File: config.mk
export PLATFORM = sky130hd
export DESIGN_NAME = rational_arithmetic_unit
export DESIGN_NICKNAME = d
export VERILOG_FILES = /design/src/rtl/rau_pkg.sv /design/src/rtl/rational_arithmetic_unit.sv
export SDC_FILE = /design/constraint.sdc
export NUM_CORES = 2
export LEC_CHECK = 0
export CORE_MARGIN = 2
export CORE_UTILIZATION = 30
export DETAILED_ROUTE_END_ITERATION = 7
export DONT_BUFFER_PORTS = 1
export PLACE_DENSITY = 0.45
export SYNTH_ARGS = -nofsm -noshare
export SYNTH_HDL_FRONTEND = slang
export SYNTH_SLANG_ARGS = --single-unit
File: constraint.sdc
create_clock -name clk -period 8.4 [get_ports clk]
set_input_delay 1.26 -clock clk [delete_from_list [all_inputs] [get_ports clk]]
set_output_delay 1.26 -clock clk [all_outputs]
set_load 0.03 [all_outputs]
File: src/rtl/rau_pkg.sv
// ----------------------------------------------------------------------------
// rau_pkg
// Shared constants for the rational arithmetic unit: opcodes, status codes,
// default data width.
// ----------------------------------------------------------------------------
package rau_pkg;

  localparam int DATA_WIDTH_DEF = 32;

  // opcodes
  localparam logic [2:0] OP_NORM = 3'd0;
  localparam logic [2:0] OP_ADD  = 3'd1;
  localparam logic [2:0] OP_SUB  = 3'd2;
  localparam logic [2:0] OP_MUL  = 3'd3;
  localparam logic [2:0] OP_DIV  = 3'd4;
  localparam logic [2:0] OP_LESS = 3'd5;
  localparam logic [2:0] OP_EQ   = 3'd6;
  localparam logic [2:0] OP_ALT  = 3'd7;  // behaves as normalize

  // status codes
  localparam logic [1:0] ST_OK   = 2'd0;
  localparam logic [1:0] ST_ZDEN = 2'd1;
  localparam logic [1:0] ST_DIV0 = 2'd2;
  localparam logic [1:0] ST_OVF  = 2'd3;

  // where the reduce routine returns to
  typedef enum logic [1:0] {
    RET_A = 2'd0,
    RET_B = 2'd1,
    RET_F = 2'd2
  } ret_t;

endpackage

File: src/rtl/rational_arithmetic_unit.sv
// ----------------------------------------------------------------------------
// rational_arithmetic_unit
// Exact fraction arithmetic with GCD reduction on one shared shift/add unit.
// ----------------------------------------------------------------------------
// Usage:
//   Input beat (s_*): opcode in s_tuser, four signed operands in s_tdata.
//   Output beat (m_*): reduced result in m_tdata, compare flag and status in
//   m_tuser. Exactly one output beat per input beat, in order.
// Operation: each operand is reduced by its Euclidean GCD, then combined
//   (add/sub/mul/div/less/equal); an add/sub/mul/div result is reduced
//   again; it, like a normalize result, is checked against the DATA_WIDTH-bit range.
// Work: all multiply, divide and modulo work runs on one bit-serial unit
//   of 2*DATA_WIDTH bits. An item takes (E + 2*R + M) uses of it, where E
//   is the total number of Euclid modulo steps, R the number of nonzero
//   reductions (up to 3) and M is 3 when the cross products are formed
//   (add, sub, mul, div, less), else 0. A zero denominator result is
//   valid the cycle after its input beat.
// Throughput: one item at a time; s_tready is high only when idle.
// Reset: rst (synchronous, active high) returns to idle, output invalid.
// Stall: a result is held on m_* until m_tready; no new beat is taken
//   until the result has been delivered.
// ----------------------------------------------------------------------------
module rational_arithmetic_unit #(
  parameter int DATA_WIDTH = rau_pkg::DATA_WIDTH_DEF
) (
  input  logic         clk,
  input  logic         rst,
  input  logic         s_tvalid,
  output logic         s_tready,
  input  logic [127:0] s_tdata,   // a_num, a_den, b_num, b_den
  input  logic [2:0]   s_tuser,   // opcode
  output logic         m_tvalid,
  input  logic         m_tready,
  output logic [63:0]  m_tdata,   // res_num[31:0], res_den[62:32], zero pad
  output logic [2:0]   m_tuser    // compare_true, status[2:1]
);
  import rau_pkg::*;

  localparam int DW = DATA_WIDTH;
  localparam int W  = 2 * DW;           // width of products and sums
  localparam int CW = $clog2(W + 1);

  typedef enum logic [11:0] {
    S_IDLE = 12'b000000000001,
    S_RED  = 12'b000000000010,  // reduce entry
    S_GCD  = 12'b000000000100,  // Euclid loop head
    S_GMOD = 12'b000000001000,  // wait on modulo
    S_DIVN = 12'b000000010000,  // numerator / g
    S_DIVD = 12'b000000100000,  // denominator / g
    S_RET  = 12'b000001000000,  // reduce return dispatch
    S_MUL1 = 12'b000010000000,
    S_MUL2 = 12'b000100000000,
    S_MUL3 = 12'b001000000000,
    S_COMB = 12'b010000000000,
    S_FIN  = 12'b100000000000
  } state_t;

  state_t state;
  logic   out_valid;
  ret_t   ret;
  logic [2:0] op;

  // operands (sign and magnitude)
  logic          aneg, bneg;
  logic [DW-1:0] an, ad, bn, bd;
  // working fraction and Euclid pair
  logic          rneg;
  logic [W-1:0]  rn, rd, gx, gy;
  logic          gsel;
  logic [W-1:0]  t1, t2, den;

  // shared bit-serial multiply/divide unit
  logic [W:0]    u_rem;
  logic [W-1:0]  u_q, u_y;
  logic [CW-1:0] u_cnt;
  logic          u_mul;
  logic [W:0]    u_sh, u_rem_next;
  logic [W-1:0]  u_q_next;
  logic          u_done;

  // output registers
  logic [31:0] res_num;
  logic [30:0] res_den;
  logic        compare_true;
  logic [1:0]  status;

  // input split
  logic [DW-1:0] in_an, in_ad, in_bn, in_bd;
  logic [DW-1:0] mag_an, mag_ad, mag_bn, mag_bd;
  logic          in_uses_b, in_zden;

  // combine
  logic          c_same, c_ge, c_neg;
  logic [W-1:0]  c_sum;
  logic          is_prod;

  // fit check
  logic [W-1:0]  half;
  logic          fits;
  logic [DW-1:0] out_num;

  assign in_an = s_tdata[DW-1:0];
  assign in_ad = s_tdata[32+DW-1:32];
  assign in_bn = s_tdata[64+DW-1:64];
  assign in_bd = s_tdata[96+DW-1:96];
  assign mag_an = in_an[DW-1] ? DW'(-in_an) : in_an;
  assign mag_ad = in_ad[DW-1] ? DW'(-in_ad) : in_ad;
  assign mag_bn = in_bn[DW-1] ? DW'(-in_bn) : in_bn;
  assign mag_bd = in_bd[DW-1] ? DW'(-in_bd) : in_bd;
  assign in_uses_b = (s_tuser != OP_NORM) && (s_tuser != OP_ALT);
  assign in_zden = (in_ad == '0) || (in_uses_b && (in_bd == '0));

  // one step of shift/add multiply or restoring divide
  assign u_sh = u_mul ? {u_rem[W-1:0], 1'b0} : {u_rem[W-1:0], u_q[W-1]};
  always_comb begin
    u_q_next = {u_q[W-2:0], 1'b0};
    if (u_mul) begin
      u_rem_next = u_q[W-1] ? (u_sh + {1'b0, u_y}) : u_sh;
    end else if (u_sh >= {1'b0, u_y}) begin
      u_rem_next = u_sh - {1'b0, u_y};
      u_q_next   = {u_q[W-2:0], 1'b1};
    end else begin
      u_rem_next = u_sh;
    end
  end
  assign u_done = (u_cnt == '0);

  assign is_prod = (op == OP_MUL) || (op == OP_DIV);
  assign c_same  = (aneg == bneg);
  assign c_ge    = (t1 >= t2);
  assign c_sum   = c_same ? (t1 + t2) : (c_ge ? (t1 - t2) : (t2 - t1));
  assign c_neg   = (c_same || c_ge) ? aneg : bneg;

  assign half    = W'(1) << (DW - 1);
  assign fits    = (rd <= half - 1'b1) && (rneg ? (rn <= half) : (rn <= half - 1'b1));
  assign out_num = rneg ? DW'(-rn) : rn[DW-1:0];

  always_ff @(posedge clk) begin
    if (rst) begin
      state     <= S_IDLE;
      out_valid <= 1'b0;
      u_cnt     <= '0;
    end else begin
      if (!u_done) begin
        u_rem <= u_rem_next;
        u_q   <= u_q_next;
        u_cnt <= u_cnt - 1'b1;
      end
      if (out_valid && m_tready) begin
        out_valid <= 1'b0;
      end
      unique case (state)
        S_IDLE: begin
          if (s_tvalid && !out_valid) begin
            op           <= s_tuser;
            compare_true <= 1'b0;
            res_num      <= '0;
            res_den      <= 31'd1;
            if (in_zden) begin
              status    <= ST_ZDEN;
              out_valid <= 1'b1;
            end else begin
              status <= ST_OK;
              rn     <= W'(mag_an);
              rd     <= W'(mag_ad);
              rneg   <= in_an[DW-1] ^ in_ad[DW-1];
              bn     <= mag_bn;
              bd     <= mag_bd;
              bneg   <= in_bn[DW-1] ^ in_bd[DW-1];
              ret    <= RET_A;
              state  <= S_RED;
            end
          end
        end
        S_RED: begin
          if ((rn == '0) || (rd == '0)) begin
            rn    <= '0;
            rd    <= W'(1);
            rneg  <= 1'b0;
            state <= S_RET;
          end else begin
            gx    <= rn;
            gy    <= rd;
            state <= S_GCD;
          end
        end
        S_GCD: begin
          u_rem <= '0;
          u_cnt <= CW'(W);
          u_mul <= 1'b0;
          if ((gx == '0) || (gy == '0)) begin
            u_q   <= rn;
            u_y   <= gx | gy;
            state <= S_DIVN;
          end else if (gx > gy) begin
            u_q   <= gx;
            u_y   <= gy;
            gsel  <= 1'b0;
            state <= S_GMOD;
          end else begin
            u_q   <= gy;
            u_y   <= gx;
            gsel  <= 1'b1;
            state <= S_GMOD;
          end
        end
        S_GMOD: begin
          if (u_done) begin
            if (gsel) gy <= u_rem[W-1:0];
            else      gx <= u_rem[W-1:0];
            state <= S_GCD;
          end
        end
        S_DIVN: begin
          if (u_done) begin
            rn    <= u_q;
            u_rem <= '0;
            u_q   <= rd;          // divisor g stays in u_y
            u_cnt <= CW'(W);
            state <= S_DIVD;
          end
        end
        S_DIVD: begin
          if (u_done) begin
            rd    <= u_q;
            state <= S_RET;
          end
        end
        S_RET: begin
          unique case (ret)
            RET_A: begin
              an   <= rn[DW-1:0];
              ad   <= rd[DW-1:0];
              aneg <= rneg;
              if ((op == OP_NORM) || (op == OP_ALT)) begin
                state <= S_FIN;
              end else begin
                rn    <= W'(bn);
                rd    <= W'(bd);
                rneg  <= bneg;
                ret   <= RET_B;
                state <= S_RED;
              end
            end
            RET_B: begin
              bn   <= rn[DW-1:0];
              bd   <= rd[DW-1:0];
              bneg <= rneg ^ ((op == OP_SUB) || (op == OP_LESS));
              if (op == OP_EQ) begin
                compare_true <= (aneg == rneg) && (an == rn[DW-1:0]) && (ad == rd[DW-1:0]);
                out_valid    <= 1'b1;
                state        <= S_IDLE;
              end else if ((op == OP_DIV) && (rn == '0)) begin
                status    <= ST_DIV0;
                out_valid <= 1'b1;
                state     <= S_IDLE;
              end else begin
                u_rem <= '0;
                u_q   <= W'(an);
                u_y   <= (op == OP_MUL) ? rn : rd;
                u_cnt <= CW'(W);
                u_mul <= 1'b1;
                state <= S_MUL1;
              end
            end
            RET_F: begin
              state <= S_FIN;
            end
            default: begin
              state <= S_FIN;
            end
          endcase
        end
        S_MUL1: begin
          if (u_done) begin
            t1    <= u_rem[W-1:0];
            u_rem <= '0;
            u_q   <= W'(bn);
            u_y   <= W'(ad);
            u_cnt <= CW'(W);
            state <= S_MUL2;
          end
        end
        S_MUL2: begin
          if (u_done) begin
            t2    <= u_rem[W-1:0];
            u_rem <= '0;
            u_q   <= W'(ad);
            u_y   <= (op == OP_DIV) ? W'(bn) : W'(bd);
            u_cnt <= CW'(W);
            state <= S_MUL3;
          end
        end
        S_MUL3: begin
          if (u_done) begin
            den   <= u_rem[W-1:0];
            state <= S_COMB;
          end
        end
        S_COMB: begin
          ret <= RET_F;
          rd  <= den;
          if (is_prod) begin
            rn    <= t1;
            rneg  <= aneg ^ bneg;
            state <= S_RED;
          end else if (op == OP_LESS) begin
            compare_true <= c_neg && (c_sum != '0);
            out_valid    <= 1'b1;
            state        <= S_IDLE;
          end else begin
            rn    <= c_sum;
            rneg  <= c_neg;
            state <= S_RED;
          end
        end
        S_FIN: begin
          if (fits) begin
            res_num <= 32'($signed(out_num));
            res_den <= 31'(rd[DW-1:0]);
          end else begin
            status <= ST_OVF;
          end
          out_valid <= 1'b1;
          state     <= S_IDLE;
        end
        default: begin
          state <= S_IDLE;
        end
      endcase
    end
  end

  assign s_tready = (state == S_IDLE) && !out_valid;
  assign m_tvalid = out_valid;
  assign m_tdata  = {1'b0, res_den, res_num};
  assign m_tuser  = {status, compare_true};

endmodule

# Word level (Yosys, flattened, before mapping)
# Cells that the tools add are included.
# op_classes
n_addsub	11
bitwise	7
n_reduce_logical	59
n_mux	145
n_lt_le_gt_ge	6
n_eq_ne	48
# op_table
operator	count
64-bit two-way mux	38
64-bit one-hot mux with 5 select lines	3
65-bit two-way mux	8
32-bit two-way mux	14
64-bit logical NOT	4
64-bit one-hot mux with 2 select lines	2
64-bit one-hot mux with 4 select lines	1
65-bit one-hot mux with 3 select lines	1
32-bit one-hot mux with 2 select lines	3
32-bit negation	5
12-bit one-hot mux with 11 select lines	1
64-bit by 31-bit <= comparator with 1-bit output (second input constant)	2
64-bit subtractor	2
12-bit two-way mux	9
65-bit by 64-bit adder with 65-bit output	1
65-bit by 64-bit greater-or-equal comparator with 1-bit output	1
65-bit by 64-bit subtractor with 65-bit output	1
64-bit adder	1
32-bit equality test	2
64-bit greater-or-equal comparator	1
64-bit > comparator	1
64-bit by 32-bit <= comparator with 1-bit output (second input constant)	1
32-bit logical NOT	2
64-bit bitwise OR	1
54 further kinds	171
# totals
reg_bits	865
word_cells	304
out_inout_bits	69
inputBits	135

# Longest topological paths before layout
# depth
word_depth	9
mapped_depth	21
depth_no_buf	18

# Worst setup path after synthesis
# OpenSTA, ideal clock, no wires.
# synth_path
kind	input to register
start	in rst
end	reg ad[0] (enable)
path_stages	2
arrival_ns	7.665
setup_time_ns	0.648
slack_ns	0.087
required_time_ns	7.752
n_path_buf	1
cell_sequence	clkbuf_1 nor4_1
# synth_between
elab_chain_len	2
# synth_lines
item	line	text
start: declaration	rational_arithmetic_unit.sv:27	input logic rst,
1-bit NOT (no source line)	--	
3-bit AND reduction (no source line)	--	
end signal: assignment	rational_arithmetic_unit.sv:233	ad <= rd[DW-1:0];
end: declaration	rational_arithmetic_unit.sv:65	logic [DW-1:0] an, ad, bn, bd;
# Every way passes these cells.
# A chain may end at the register's enable or synchronous reset.

# Final worst setup path
# layout_path
start	reg t1[53]
end	reg compare_true (data pin)
# layout_between
elab_chain_len	8
elab_cells_between_ends	13
cone_classes	add/sub (3); order compare (1); mux (6); reduce/logical (3)
# layout_lines
item	line	text
start: declaration	rational_arithmetic_unit.sv:70	logic [W-1:0] t1, t2, den;
start signal: assignment	rational_arithmetic_unit.sv:276	t1 <= u_rem[W-1:0];
64-bit subtractor or 64-bit greater-or-equal comparator (tied branches)	rational_arithmetic_unit.sv:131, rational_arithmetic_unit.sv:130	
64-bit two-way mux (2 in series)	rational_arithmetic_unit.sv:131	assign c_sum = c_same ? (t1 + t2) : (c_ge ? (t1 - t2) : (t2 - t1));
64-bit nonzero test	rational_arithmetic_unit.sv:308	compare_true <= c_neg && (c_sum != '0);
1-bit logical AND (*)	rational_arithmetic_unit.sv:308	
1-bit two-way mux (*)	rational_arithmetic_unit.sv:307	end else if (op == OP_LESS) begin
1-bit two-way mux (*)	rational_arithmetic_unit.sv:303	if (is_prod) begin
1-bit one-hot mux with 3 select lines (*)	rational_arithmetic_unit.sv:152	unique case (state)
end signal: assignment	rational_arithmetic_unit.sv:250	compare_true <= (aneg == rneg) && (an == rn[DW-1:0]) && (ad == rd[DW-1:0]);
end signal: assignment	rational_arithmetic_unit.sv:308	
end: declaration	rational_arithmetic_unit.sv:84	logic compare_true;
# Mark *: on every way between the ends. The rest lies on a longest branch, timed or not. The select of a mux whose other input is x is not followed.

==> results.yml <==
outcome:
  status: "complete, no violations"
hold_path:
  holdCritStartpoint: "u_cnt[6]"
  min_path_type: "register to register"
synthesis:
  ys_warn_count: 0
  yosysMostFrequentCell: "nand2_1"
  syn-num-nets: 8346
  synth_ff_type: "edfxtp_1"
  async_flop_share: 0
  syn_avg_cell_area_sq_um: 8.77
  synth-edff-count: 844
  synth_top_area_share: 0.373
  yosys_register_bits: 864
  syn_inst: 7754
  ys_top_cells_by_area: "edfxtp_1 (37%), ha_1 (8.3%), a21oi_1 (5.8%), nand2_1 (4.7%), o21ai_0 (4.0%)"
  synth_top_cells_by_count: "nand2_1 (856), edfxtp_1 (844), a21oi_1 (788)"
  ys_seq_area_frac: 0.379
  syn_area_sq_um: 68000
  synth_cell_types: 94
  synth.largest_area_cell: "edfxtp_1"
routing:
  avgViaCountPerCell: 6.11
  antenna_left: 0
  vias: 64974
  finalWirelength_um: 354000
  drc: 0
  first_pass_iters: 8
  detail_route.iter0.violations: 8896
  wire_per_inst_um: 33.3
clocking:
  cts_resized: 0
  cts-root-buf: "clkbuf_16"
  h-tree-depth: 3
  clock_sinks: 864
  cts_hold_buffers: 0
  path_clk_slew_ps: 60
  post_cts.repair.setup_buffers: 0
  clockBufferDepth: 3
  clk_latency_ps: 810
  cts_tree: "yes"
  cts_buffers: 111
timing:
  fin_crit_sh: 0.824
  hold_ws_ps: 489
  fin_tns_setup_ps: 0
  worstMarginPinSlew_ps: 1300
  rsz0062_at_grt: "false"
  maxSlewViolCount: 0
  fmax_ghz: 0.145
  hold_viol: 0
  setup_violations: 0
  slew_headroom: 0.119
  fin_skew_ps: 68.9
  post-route-min-period_ps: 6920
grt:
  antenna_found_initial: 41
  grt_pass1_vias: 60915
  grt_usage: 0.296
  grt_max_degree: 130
  grt_pass1_wl_um: 489000
  grt_remaining_overflow: 0
pwr:
  p_int_uw: 11800
  p_comb_frac: 0.391
  ir_drop_v: 0.000194
  p_clk_frac: 0.235
  power.switching_uw: 9740
  p_sw_frac: 0.453
  power_density_nw_per_um2: 286
  p_seq_frac: 0.374
  leakagePower_uw: 0.0286
cells_and_area:
  drive_gt1_frac: 0.0619
  nFillCells: 23385
  multiInputGateArea_sq_um: 38700
  area_growth_pct: 10.6
  regArea_sq_um: 25700
  nets: 8125
die:
  pin_count: 204
  rows: 174
  initial_core_util: 0.302
  design.die.area_sq_um: 231000
  die_w_um: 480
  core_area_sq_um: 225000
  die_h_um: 480
placed_design:
  port_buffers: 0
  place_hpwl_um: 265000
  gp_congestion: 0.986
worst_setup_path:
  critPathLaunch: "t1[53]"
  crit_chain: "inv_1 -> ha_1 -> nand4_1 -> nor3_1 -> o221ai_1 -> nand3_1 -> nor2_1 -> buf_4 -> nand2_1 -> buf_4 -> o21a_1 -> a2111oi_0 -> buf_4 -> or4_1 -> nor4_1 -> and4b_1 -> nand4_1 -> nor4b_1 -> a41oi_1"
  path_common_cell: "buf_4"
  worst-path-max-fanout: 24
  reg2reg_from: "t1[53]"
  path_class: "register to register"
  critical-path-slowest-cell: "nor3_1"
  cp-start-kind: "register"
  cp.arrival_ps: 7400
  slowest_delay_ps: 810
  end_kind: "register"
  required_ps: 8880
flow_run:
  max-cap-violations: 0
-- per-stage QoR --
stage	setup WS [ps]	util	std cells	power, uW	area (sq um)
6_report	1480	0.334	10635	21500	75200
5_1_grt	1290	0.334	10623	22400	75200
4_1_cts	1590	0.334	10622	21300	75200
3_5_place_dp	1630	0.317	10412	16200	71400
3_3_place_gp	1830	0.317	10412	16200	71400
2_1_floorplan	86.8	-	7754	12300	68000
-- sequential cells by signal (all words and copies together), names as in the netlist, 31 cells and up --
signal,flops
ad,32
an,32
bd,32
bn,32
den,64
gx,64
gy,64
rd,64
res_den,31
res_num,32
rn,64
t1,64
t2,64
u_q,64
u_rem,64
u_y,64
-- routing by layer --
layer,global-route usage,share of wire,vias up
met3,0.0531,0.090,596
met1,0.414,0.43,32587
met4,0.133,0.051,14
met5,0,0.00025,-
li1,-,-,28247
met2,0.441,0.43,3530
-- cell usage in the layout, fill, tap and decap left out, types with 53 or more instances in the layout --
cell type / netlist / final
a211oi_1: 62 / 60
a21o_1: 68 / 68
a21oi_1: 788 / 787
a221oi_1: 79 / 78
a222oi_1: 63 / 63
a22o_1: 99 / 99
a31oi_1: 53 / 53
buf_4: 2 / 163
clkbuf_16: 0 / 113
edfxtp_1: 844 / 844
ha_1: 452 / 452
inv_1: 511 / 508
mux2i_1: 230 / 230
nand2_1: 856 / 854
nand3_1: 95 / 94
nand4_1: 86 / 86
nor2_1: 637 / 627
nor3_1: 127 / 123
nor4_1: 140 / 136
o211ai_1: 65 / 65
o21ai_0: 544 / 543
o21bai_1: 93 / 93
o31ai_1: 119 / 119
or3_1: 57 / 56
xnor2_1: 204 / 203
xor2_1: 176 / 175
-- power by group through the flow --
stage,Sequential (uW),Clock [uW],Combinational (uW)
global route,8010,5270,9110
floorplan,6770,0,5540
global placement,7950,0,8250
CTS,7870,5140,8300
finish,8040,5070,8410
detailed placement,7950,0,8250
-- final timing paths --
check / to / slack, ps / cells past startpoint
setup reg to reg: compare_true / 1480 / 19
hold reg to reg: u_cnt[6] / 490 / 2
hold / removal: u_cnt[6] / 490 / 2
setup / recovery: compare_true / 1480 / 19
-- critical path, delay by kind of cell (launching register included) --
kind                     cells  cell delay, ps
AND/OR/NAND/NOR             10            3940
flip-flops                   1             410
adder cells (fa/ha/maj)      1             660
buffers and inverters        4             920
AO/OA/AOI/OAI                4             690
-- logic make-up (layout without fill, tap and decap cells) --
group,Yosys count,after routing,synth area share
compound gates,2446,2446,0.233
xor+xnor,380,380,0.0489
fa+ha+maj,457,457,0.0846
buf+inv,1019,895,0.0567
flops,864,864,0.379
mux,278,278,0.0418
other cells,1,14,0.0000551
simple gates,2309,2309,0.157
-- final cells by class --
cell class	count	share of cell area
antenna	13	0.000433
clock buffer	143	0.0394
clock inverter	67	0.0102
inverter	518	0.0260
multi-input combinational	5871	0.514
sequential	864	0.342
tap	2992	0.0498
timing repair buffer	167	0.0173
Power figures use the tool's default switching activity.
